==> config.mk <==
export PLATFORM = sky130hd
export DESIGN_NAME = hgsp_out_flat
export DESIGN_NICKNAME = d
export VERILOG_FILES = /design/src/hw/rtl/hgsp_pkg.sv /design/src/hw/rtl/hgsp_if.sv /design/src/hw/rtl/hgsp_out.sv /design/src/flat_wrapper.sv
export SDC_FILE = /design/constraint.sdc
export NUM_CORES = 1
export LEC_CHECK = 0
export ABC_AREA = 1
export BUFFER_PORTS_ARGS = -buffer_cell sky130_fd_sc_hd__buf_4
export CORE_MARGIN = 5
export CORE_UTILIZATION = 50
export CTS_CLUSTER_DIAMETER = 60
export DETAILED_ROUTE_END_ITERATION = 10
export PLACE_DENSITY = 0.77
export SYNTH_ARGS = -nofsm -noshare
export SYNTH_HDL_FRONTEND = slang
export SYNTH_SLANG_ARGS = --single-unit
==> constraint.sdc <==
create_clock -name clk -period 14.75 [get_ports clk]
set_input_delay 2.2125 -clock clk [delete_from_list [all_inputs] [get_ports clk]]
set_output_delay 2.2125 -clock clk [all_outputs]
set_load 0.01 [all_outputs]
==> src/hw/rtl/hgsp_pkg.sv <==
`default_nettype none

package hgsp_pkg;

  localparam int unsigned STRENGTH_W = 17;
  localparam int unsigned UV_W       = 17;
  localparam int unsigned COLOR_W    = 15;
  localparam int unsigned OUT_W      = 16;
  localparam int unsigned SUV_W      = 19;  // shifted uv, signed
  localparam int unsigned DELTA_W    = 16;  // aberration deltas and noise, signed
  localparam int unsigned SHAKE_T_W  = 15;
  localparam int unsigned GRAIN_T_W  = 12;
  localparam int unsigned CFG_IDX_W  = 3;
  localparam int unsigned CFG_DATA_W = 64;

  // stage counts of the three pipeline sections
  localparam int unsigned SHAKE_STAGES = 6;
  localparam int unsigned GRAIN_STAGES = 5;
  localparam int unsigned PIPE_DEPTH   = SHAKE_STAGES + GRAIN_STAGES + 1;

  localparam logic [STRENGTH_W-1:0] ONE_UV = 17'h1_0000;

  localparam logic [31:0] HASH_M1 = 32'h9E37_79B9;
  localparam logic [31:0] HASH_M2 = 32'h85EB_CA6B;
  localparam logic [31:0] HASH_M3 = 32'hC2B2_AE35;
  localparam logic [31:0] HASH_M4 = 32'h7FEB_352D;
  localparam logic [31:0] HASH_M5 = 32'h846C_A68B;
  localparam logic [31:0] SIGN_BIT = 32'h8000_0000;

  // fixed salt terms of the two shake hashes, wrapped to 32 bits
  localparam logic [31:0] SALT_U = 32'h17 * HASH_M2 + 32'h3C * HASH_M3;
  localparam logic [31:0] SALT_V = 32'h29 * HASH_M2 + 32'h91 * HASH_M3;

  typedef enum logic [CFG_IDX_W-1:0] {
    REG_ABERRATION = 3'd0,
    REG_GRAIN      = 3'd1,
    REG_SHAKE      = 3'd2,
    REG_FRAME      = 3'd3,
    REG_SEED       = 3'd4
  } cfg_reg_e;

  typedef struct packed {
    logic [STRENGTH_W-1:0] ab;
    logic [STRENGTH_W-1:0] gr;
    logic [STRENGTH_W-1:0] sh;
    logic [31:0]           k;
  } cfg_t;

  typedef struct packed {
    logic signed [COLOR_W-1:0] r;
    logic signed [COLOR_W-1:0] g;
    logic signed [COLOR_W-1:0] b;
  } rgb_t;

  typedef struct packed {
    logic signed [SUV_W-1:0] su;
    logic signed [SUV_W-1:0] sv;
    rgb_t                    rgb;
  } shake_word_t;

  typedef struct packed {
    rgb_t                      rgb;
    logic signed [DELTA_W-1:0] rd;
    logic signed [DELTA_W-1:0] bd;
    logic [GRAIN_T_W-1:0]      t;
    logic                      neg;
  } grain_word_t;

  function automatic logic [STRENGTH_W-1:0] clamp_strength(input logic [STRENGTH_W-1:0] x);
    return (x > ONE_UV) ? ONE_UV : x;
  endfunction

  // floor(t / 5) for t below 2^16
  function automatic logic [15:0] div5(input logic [15:0] t);
    logic [31:0] p;
    p = {16'd0, t} * 32'h0000_CCCD;
    return 16'(p >> 18);
  endfunction

endpackage

`default_nettype wire

==> src/hw/rtl/hgsp_if.sv <==
`default_nettype none


interface hgsp_pix_out_if;
  logic                               valid;
  logic                               ready;
  logic signed [hgsp_pkg::OUT_W-1:0]  red_out;
  logic signed [hgsp_pkg::OUT_W-1:0]  green_out;
  logic signed [hgsp_pkg::OUT_W-1:0]  blue_out;

  modport source (output valid, red_out, green_out, blue_out, input ready);
  modport sink   (input valid, red_out, green_out, blue_out, output ready);
endinterface

`default_nettype wire

==> src/hw/rtl/hgsp_out.sv <==
`default_nettype none

// final noise scale, channel sums and saturation into the output register
module hgsp_out (
  input  logic                  clk,
  input  logic                  rst,
  input  logic                  in_valid,
  output logic                  in_ready,
  input  hgsp_pkg::grain_word_t in_word,
  hgsp_pix_out_if.source        pix_out
);
  import hgsp_pkg::*;

  logic [15:0]               q;
  logic signed [DELTA_W-1:0] noise;
  logic signed [17:0]        r_sum, g_sum, b_sum;

  function automatic logic signed [OUT_W-1:0] sat16(input logic signed [17:0] x);
    if (x > 18'sd32767)  return 16'sh7FFF;
    if (x < -18'sd32768) return 16'sh8000;
    return OUT_W'(x);
  endfunction

  always_comb begin
    q     = div5({4'd0, in_word.t});
    noise = in_word.neg ? -DELTA_W'(q) : DELTA_W'(q);
    r_sum = 18'(in_word.rgb.r) + 18'(in_word.rd) + 18'(noise);
    g_sum = 18'(in_word.rgb.g) + 18'(noise);
    b_sum = 18'(in_word.rgb.b) - 18'(in_word.bd) + 18'(noise);
  end

  assign in_ready = !pix_out.valid || pix_out.ready;

  always_ff @(posedge clk) begin
    if (rst) begin
      pix_out.valid <= 1'b0;
    end else if (in_ready) begin
      pix_out.valid <= in_valid;
    end
  end

  always_ff @(posedge clk) begin
    if (in_ready) begin
      pix_out.red_out   <= sat16(r_sum);
      pix_out.green_out <= sat16(g_sum);
      pix_out.blue_out  <= sat16(b_sum);
    end
  end

endmodule

`default_nettype wire

==> src/flat_wrapper.sv <==
// flat-port wrapper written by rule: the top's interface ports become plain ports
module hgsp_out_flat import hgsp_pkg::*;
  (clk, rst, in_valid, in_ready, in_word, pix_out_valid, pix_out_red_out, pix_out_green_out, pix_out_blue_out, pix_out_ready);
  hgsp_pix_out_if pix_out_i ();
  input  logic clk;
  input  logic rst;
  input  logic in_valid;
  output logic in_ready;
  input  hgsp_pkg::grain_word_t in_word;
  output wire logic [$bits(pix_out_i.valid)-1:0] pix_out_valid;
  output wire logic [$bits(pix_out_i.red_out)-1:0] pix_out_red_out;
  output wire logic [$bits(pix_out_i.green_out)-1:0] pix_out_green_out;
  output wire logic [$bits(pix_out_i.blue_out)-1:0] pix_out_blue_out;
  input wire logic [$bits(pix_out_i.ready)-1:0] pix_out_ready;
  assign pix_out_valid = pix_out_i.valid;
  assign pix_out_red_out = pix_out_i.red_out;
  assign pix_out_green_out = pix_out_i.green_out;
  assign pix_out_blue_out = pix_out_i.blue_out;
  assign pix_out_i.ready = pix_out_ready;
  hgsp_out u_core (.clk(clk), .rst(rst), .in_valid(in_valid), .in_ready(in_ready), .in_word(in_word), .pix_out(pix_out_i));
endmodule
Word-level counts from Yosys, hierarchy flattened
Cells that the tools add are included.
{"block": "totals", "ff_bits": 49, "output_inout_bits": 50, "word_cells": 47}
{"block": "op_classes", "add_sub_neg": 6, "n_mul": 1, "order_cmp": 6, "muxes": 28, "reduce_logical": 2}
{"cell": "$mux W16", "n": 13}
{"cell": "$gt A18 B16 Y1 const B", "n": 3}
{"cell": "$lt A18 B16 Y1 const B", "n": 3}
{"cell": "$add A17 B16 Y18", "n": 2}
{"cell": "$add A15 B16 Y17", "n": 2}
{"cell": "$mul A12 B16 Y28 const B", "n": 1}
{"cell": "$sub A15 B16 Y17", "n": 1}
{"cell": "$neg A10 Y16", "n": 1}
{"cell": "$mux W1", "n": 15}
{"cell": "$logic_not A1 Y1", "n": 1}
{"cell": "$logic_or A1 B1 Y1", "n": 1}

Depth between registers and ports, before layout
{"block": "depth", "word_depth": 11, "depth_mapped": 44}

Least setup slack after synthesis
Ideal clock, no wire load.
{"block": "synth_path", "path_type": "input-to-reg", "start": "in in_word[11] in the netlist's numbering", "end": "reg u_core.pix_out.blue_out[14] (data pin)", "setup_ns": 0.252, "t_arrival_ns": 8.539, "t_required_ns": 14.498, "setup_slack_ns": 5.959, "path_stages": 38, "path_buffers": 1, "cell_sequence": "inv_1 -> ha_1 -> fa_1 -> fa_1 -> inv_1 -> fa_1 -> inv_1 -> fa_1 -> inv_1 -> ha_1 -> nand2_1 -> inv_1 -> a21oi_1 -> nor2_1 -> nor2_1 -> nand2_1 -> nand2_1 -> nand2_1 -> (+2 left out) -> nand2_1 -> inv_1 -> fa_1 -> fa_1 -> nand3_1 -> nand2_1 -> nand2_1 -> nand2_2 -> nand3_2 -> nor2_2 -> nand2_1 -> nand2_1 -> xor2_2 -> nand2_1 -> nand2_2 -> buf_6 -> nand2_1 -> nand2_1"}
{"block": "synth_between", "elab_chain_len": 10, "elab_cells_between_ends": 14, "cone_classes": "add/sub (2); mul (1); order compare (2); mux (9)"}
{"item": "start: declaration", "line_no": "flat_wrapper.sv:9", "source": "input hgsp_pkg::grain_word_t in_word;"}
{"item": "$mul A12 B16 Y28 *", "line_no": "hgsp_pkg.sv:76", "source": "p = {16'd0, t} * 32'h0000_CCCD;"}
{"item": "$neg A10 Y16", "line_no": "hgsp_out.sv:26", "source": "noise = in_word.neg ? -DELTA_W'(q) : DELTA_W'(q);"}
{"item": "$mux W16 *", "line_no": "hgsp_out.sv:26"}
{"item": "$add A17 B16 Y18 *", "line_no": "hgsp_out.sv:29", "source": "b_sum = 18'(in_word.rgb.b) - 18'(in_word.bd) + 18'(noise);"}
{"item": "$lt A18 B16 Y1", "line_no": "hgsp_out.sv:20", "source": "if (x < -18'sd32768) return 16'sh8000;"}
{"item": "$mux W1 (2 in a row)", "line_no": "hgsp_out.sv:20"}
{"item": "$mux W1", "line_no": "hgsp_out.sv:43", "source": "if (in_ready) begin"}
{"item": "$mux W16", "line_no": "hgsp_out.sv:21", "source": "return OUT_W'(x);"}
{"item": "$mux W16 *", "line_no": "hgsp_out.sv:20"}
{"item": "end signal: assignment", "line_no": "hgsp_out.sv:46", "source": "pix_out.blue_out <= sat16(b_sum);"}
{"item": "end: declaration", "line_no": "hgsp_if.sv:11", "source": "modport source (output valid, red_out, green_out, blue_out, input ready);"}
Mark *: on every way between the ends. The rest lies on a longest branch, timed or not. The select of a mux whose other input is x is not followed.
A chain may end at the register's enable or synchronous reset.

Worst setup path in the final report
{"block": "layout_path", "start": "in in_word[11] in the netlist's numbering", "end": "reg u_core.pix_out.red_out[7] (data pin)"}
{"block": "layout_between", "elab_chain_len": 10, "elab_cells_between_ends": 14, "cone_classes": "add/sub (2); mul (1); order compare (2); mux (9)"}
{"item": "$mul A12 B16 Y28 *", "line_no": "hgsp_pkg.sv:76"}
{"item": "$neg A10 Y16", "line_no": "hgsp_out.sv:26"}
{"item": "$mux W16 *", "line_no": "hgsp_out.sv:26"}
{"item": "$add A17 B16 Y18 *", "line_no": "hgsp_out.sv:27", "source": "r_sum = 18'(in_word.rgb.r) + 18'(in_word.rd) + 18'(noise);"}
{"item": "$lt A18 B16 Y1", "line_no": "hgsp_out.sv:20"}
{"item": "$mux W1 (2 in a row)", "line_no": "hgsp_out.sv:20"}
{"item": "$mux W1", "line_no": "hgsp_out.sv:43"}
{"item": "$mux W16", "line_no": "hgsp_out.sv:21"}
{"item": "$mux W16 *", "line_no": "hgsp_out.sv:20"}
{"item": "end signal: assignment", "line_no": "hgsp_out.sv:44", "source": "pix_out.red_out <= sat16(r_sum);"}
{"item": "end: declaration", "line_no": "hgsp_if.sv:11"}
Marks and branches as above.

==> key figures <==
Drt
  • Post-DR vias/cell: just under 5
  • DR WL/cell: approximately 14 um
  • Post-DRT Antenna Nets: 0
  • Initial DRC count: between 400 and 500
  • Total Wirelength: roughly 21000 um
  • DRC viols: 0
  • Router iterations before antenna repair: 7
  • Via Count: approximately 7500

Floorplanning
  • Die area: ~20000 um2
  • Die height: 143 um
  • Row cnt: between 40 and 50
  • I/O Pins: 144
  • Die W: ~140 um
  • Starting Density: 51.1%
  • CORE AREA: around 17000 um2

CTS
  • Post-CTS Setup Bufs: 0
  • Num CTS Buffers: 5
  • Reg clk slew, reported paths: 0.08 ns
  • H-tree levels: 2
  • Hold buffers post-CTS: 0
  • Root Driver: clkbuf_16
  • CTS tree: yes
  • Worst skew pair latency: ~0.30 ns
  • Deepest clock path buffer count: 2
  • Sink Count: 49
  • Resized Gates After CTS: 0

Yosys
  • Dominant cells by area after synthesis: ha_1 18%, fa_1 17%, edfxtp_1 16%
  • Mapped cell area: between 8000 and 9000 um2
  • Area leader, netlist: ha_1
  • Top FF cell, synth: edfxtp_1
  • Synth warn: 0
  • Synth Instances: roughly 1200
  • Asr flop ratio synth: 0%
  • Post-synthesis sequential area ratio: between 15 and 20%
  • Syn nets: 1465
  • Number of enable flip-flop cells after synthesis: 48
  • Distinct cells, synth: 46
  • Share of the synthesized area in the top cell type: between 10% and 20%
  • #FFs+latches synth: 49
  • Mapped Avg Cell Area: between 7 and 8 um2

Global routing
  • Antenna violations before repair: 0
  • Pin count of the biggest net entering global routing: 51
  • GRT Total Usage: 20.9%
  • Global-route wire length before repair: between 30000 and 40000 um
  • Vias in the first global route: roughly 7500
  • Gr ovfl total: 0

Worst setup path
  • R2R depth: 2
  • CP Max Fanout: 15
  • Setup CP Type: primary input to register
  • Slowest cell on crit path: fa_1
  • Reg2reg start: u_core.pix_out.valid$_SDFFE_PP0P_
  • Crit. End Element: register
  • Crit path launch: in_word[11]
  • Arrival @ worst endpoint: between 9 and 10 ns
  • Worst path max stage delay: about 0.57 ns
  • Critical path required time: approximately 15 ns
  • Worst setup SP type: primary input
  • FF-to-FF setup slack: approximately 13 ns
  • Worst reg2reg path endpoint: u_core.pix_out.blue_out[3]$_SDFFCE_PN1P_
  • CP Capture Point: u_core.pix_out.red_out[7]$_SDFFCE_PN1P_

Min path
  • Hold Path Class: register to register

Timing
  • RSZ-0062 raised after global routing: no
  • Sum Neg Setup Slack: 0 ns
  • Final Hold Fails: 0
  • Final period utilization: around 64%
  • Fmax: approximately 0.11 GHz
  • Final-report max-slew violation count: 0
  • Max-slew headroom: between 50% and 60%
  • Crit path time final: between 9 and 10 ns
  • Worst Skew: a little under 0.01 ns
  • Finish-stage setup viols: 0
  • Slew @ Worst Pin: 0.637 ns

Final layout
  • Fraction of layout cells with a size suffix above 1: between 10% and 20%
  • ANT cells: 0
  • # nets final: between 1500 and 2000
  • Synth-to-layout area growth: 16.3%
  • Post-route core utilization: approximately 59%
  • # fillers: between 1500 and 2000

Place
  • Port buffer count: approximately 140
  • Routability cong.: 0.916
  • Detailed Place HPWL: around 19000 um

Flow run
  • Max-cap viol count: 0

Outcome
  • Outcome: complete, no violations
-- flip-flops by register name (all words and copies together) (netlist names) --
signal	flops
u_core.pix_out.blue_out	16
u_core.pix_out.red_out	16
u_core.pix_out.valid	1
u_core.pix_out.green_out	16
-- cells by family after synthesis --
kind of cell | after synthesis | synth area share [%]
AO/OA/AOI/OAI | 127 | 8.49
XOR/XNOR | 48 | 4.93
flip-flops | 49 | 16.5
adder cells (fa/ha/maj) | 203 | 35.2
AND/OR/NAND/NOR | 454 | 22.1
buffers and inverters | 287 | 12.8
-- critical path: cells and delay by family --
| family | cells | cell delay (ns) |
|---|---|---|
| AOI/OAI and AO/OA | 4 | 1.17 |
| adders and majority gates | 9 | 3.81 |
| and+or+nand+nor | 13 | 1.59 |
| buffers and inverters | 8 | 0.56 |
| xor gates and xnor gates | 1 | 0.17 |
-- stage by stage --
stage	setup WS, ns	area (um2)	hold slack (ns)	std cells
floorplan	5.96	8840	1.61	1168
global placement	5.29	10100	0.902	1528
detailed placement	5.04	10100	0.931	1528
CTS	5.32	10300	0.947	1536
global route	4.66	10300	1.01	1536
finish	5.28	10300	0.933	1536
-- cell usage after synthesis (5+ instances only) --
cell type,number
a21o_1,5
a21oi_1,68
edfxtp_1,48
fa_1,76
ha_1,127
inv_1,277
nand2_1,300
nand2_2,21
nand3_1,34
nand3_2,7
nand3b_1,6
nand4_1,13
nor2_1,54
nor3_1,8
o21ai_0,24
o21bai_1,5
xnor2_1,16
xor2_1,30
-- cells in the final DEF, fill, tap and decap left out, types with 3 or more instances in the layout --
cell type and instances:
inv_1 277, xor2_1 30, o21ai_2 4, nand2_2 22, ha_1 127, nand4_1 13, nand3_1 34, o21bai_1 5
a21oi_1 68, o21a_1 4, o31ai_1 3, clkbuf_16 5, buf_4 144, nor2_2 4, nand2_1 299, edfxtp_1 48
fa_1 76, nand3_2 7, o21ai_1 4, o21ai_0 24, nor3_1 8, a21o_1 5, nor2_1 54, xnor2_1 16
nand3b_1 6
-- area by class of cell --
type	count	area, um2	area share, %
inverters	278	1040	10.1
well taps	225	282	2.74
multi-input cells	832	6250	60.8
clock inverters	3	43.8	0.426
repair buffers	144	1080	10.5
flip-flops and latches	49	1460	14.2
clock buffers	5	125	1.22
-- metal layers --
layer / up-vias / routed length (um) / track usage [%]
met3: 27 / 1380 / 2.21
met2: 195 / 10600 / 37.4
li1: 3924 / - / -
met5: - / 0 / 0
met4: 0 / 416 / 5.20
met1: 3399 / 8830 / 27.2
-- worst min path at each step --
stage                                      start                                      end  slack [ns]  depth (start not counted)
5_1_grt        u_core.pix_out.valid$_SDFFE_PP0P_  u_core.pix_out.red_out[0]$_SDFFCE_PN1P_        1.01                          2
2_1_floorplan  u_core.pix_out.valid$_SDFFE_PP0P_        u_core.pix_out.valid$_SDFFE_PP0P_        1.61                          2
3_5_place_dp   u_core.pix_out.valid$_SDFFE_PP0P_        u_core.pix_out.valid$_SDFFE_PP0P_        0.93                          3
4_1_cts        u_core.pix_out.valid$_SDFFE_PP0P_        u_core.pix_out.valid$_SDFFE_PP0P_        0.95                          3
3_3_place_gp   u_core.pix_out.valid$_SDFFE_PP0P_        u_core.pix_out.valid$_SDFFE_PP0P_        0.90                          3
6_report       u_core.pix_out.valid$_SDFFE_PP0P_        u_core.pix_out.valid$_SDFFE_PP0P_        0.93                          3
Power is not shown: default switching activity piles up to over one toggle a cycle in this logic, so the estimate is an artifact.
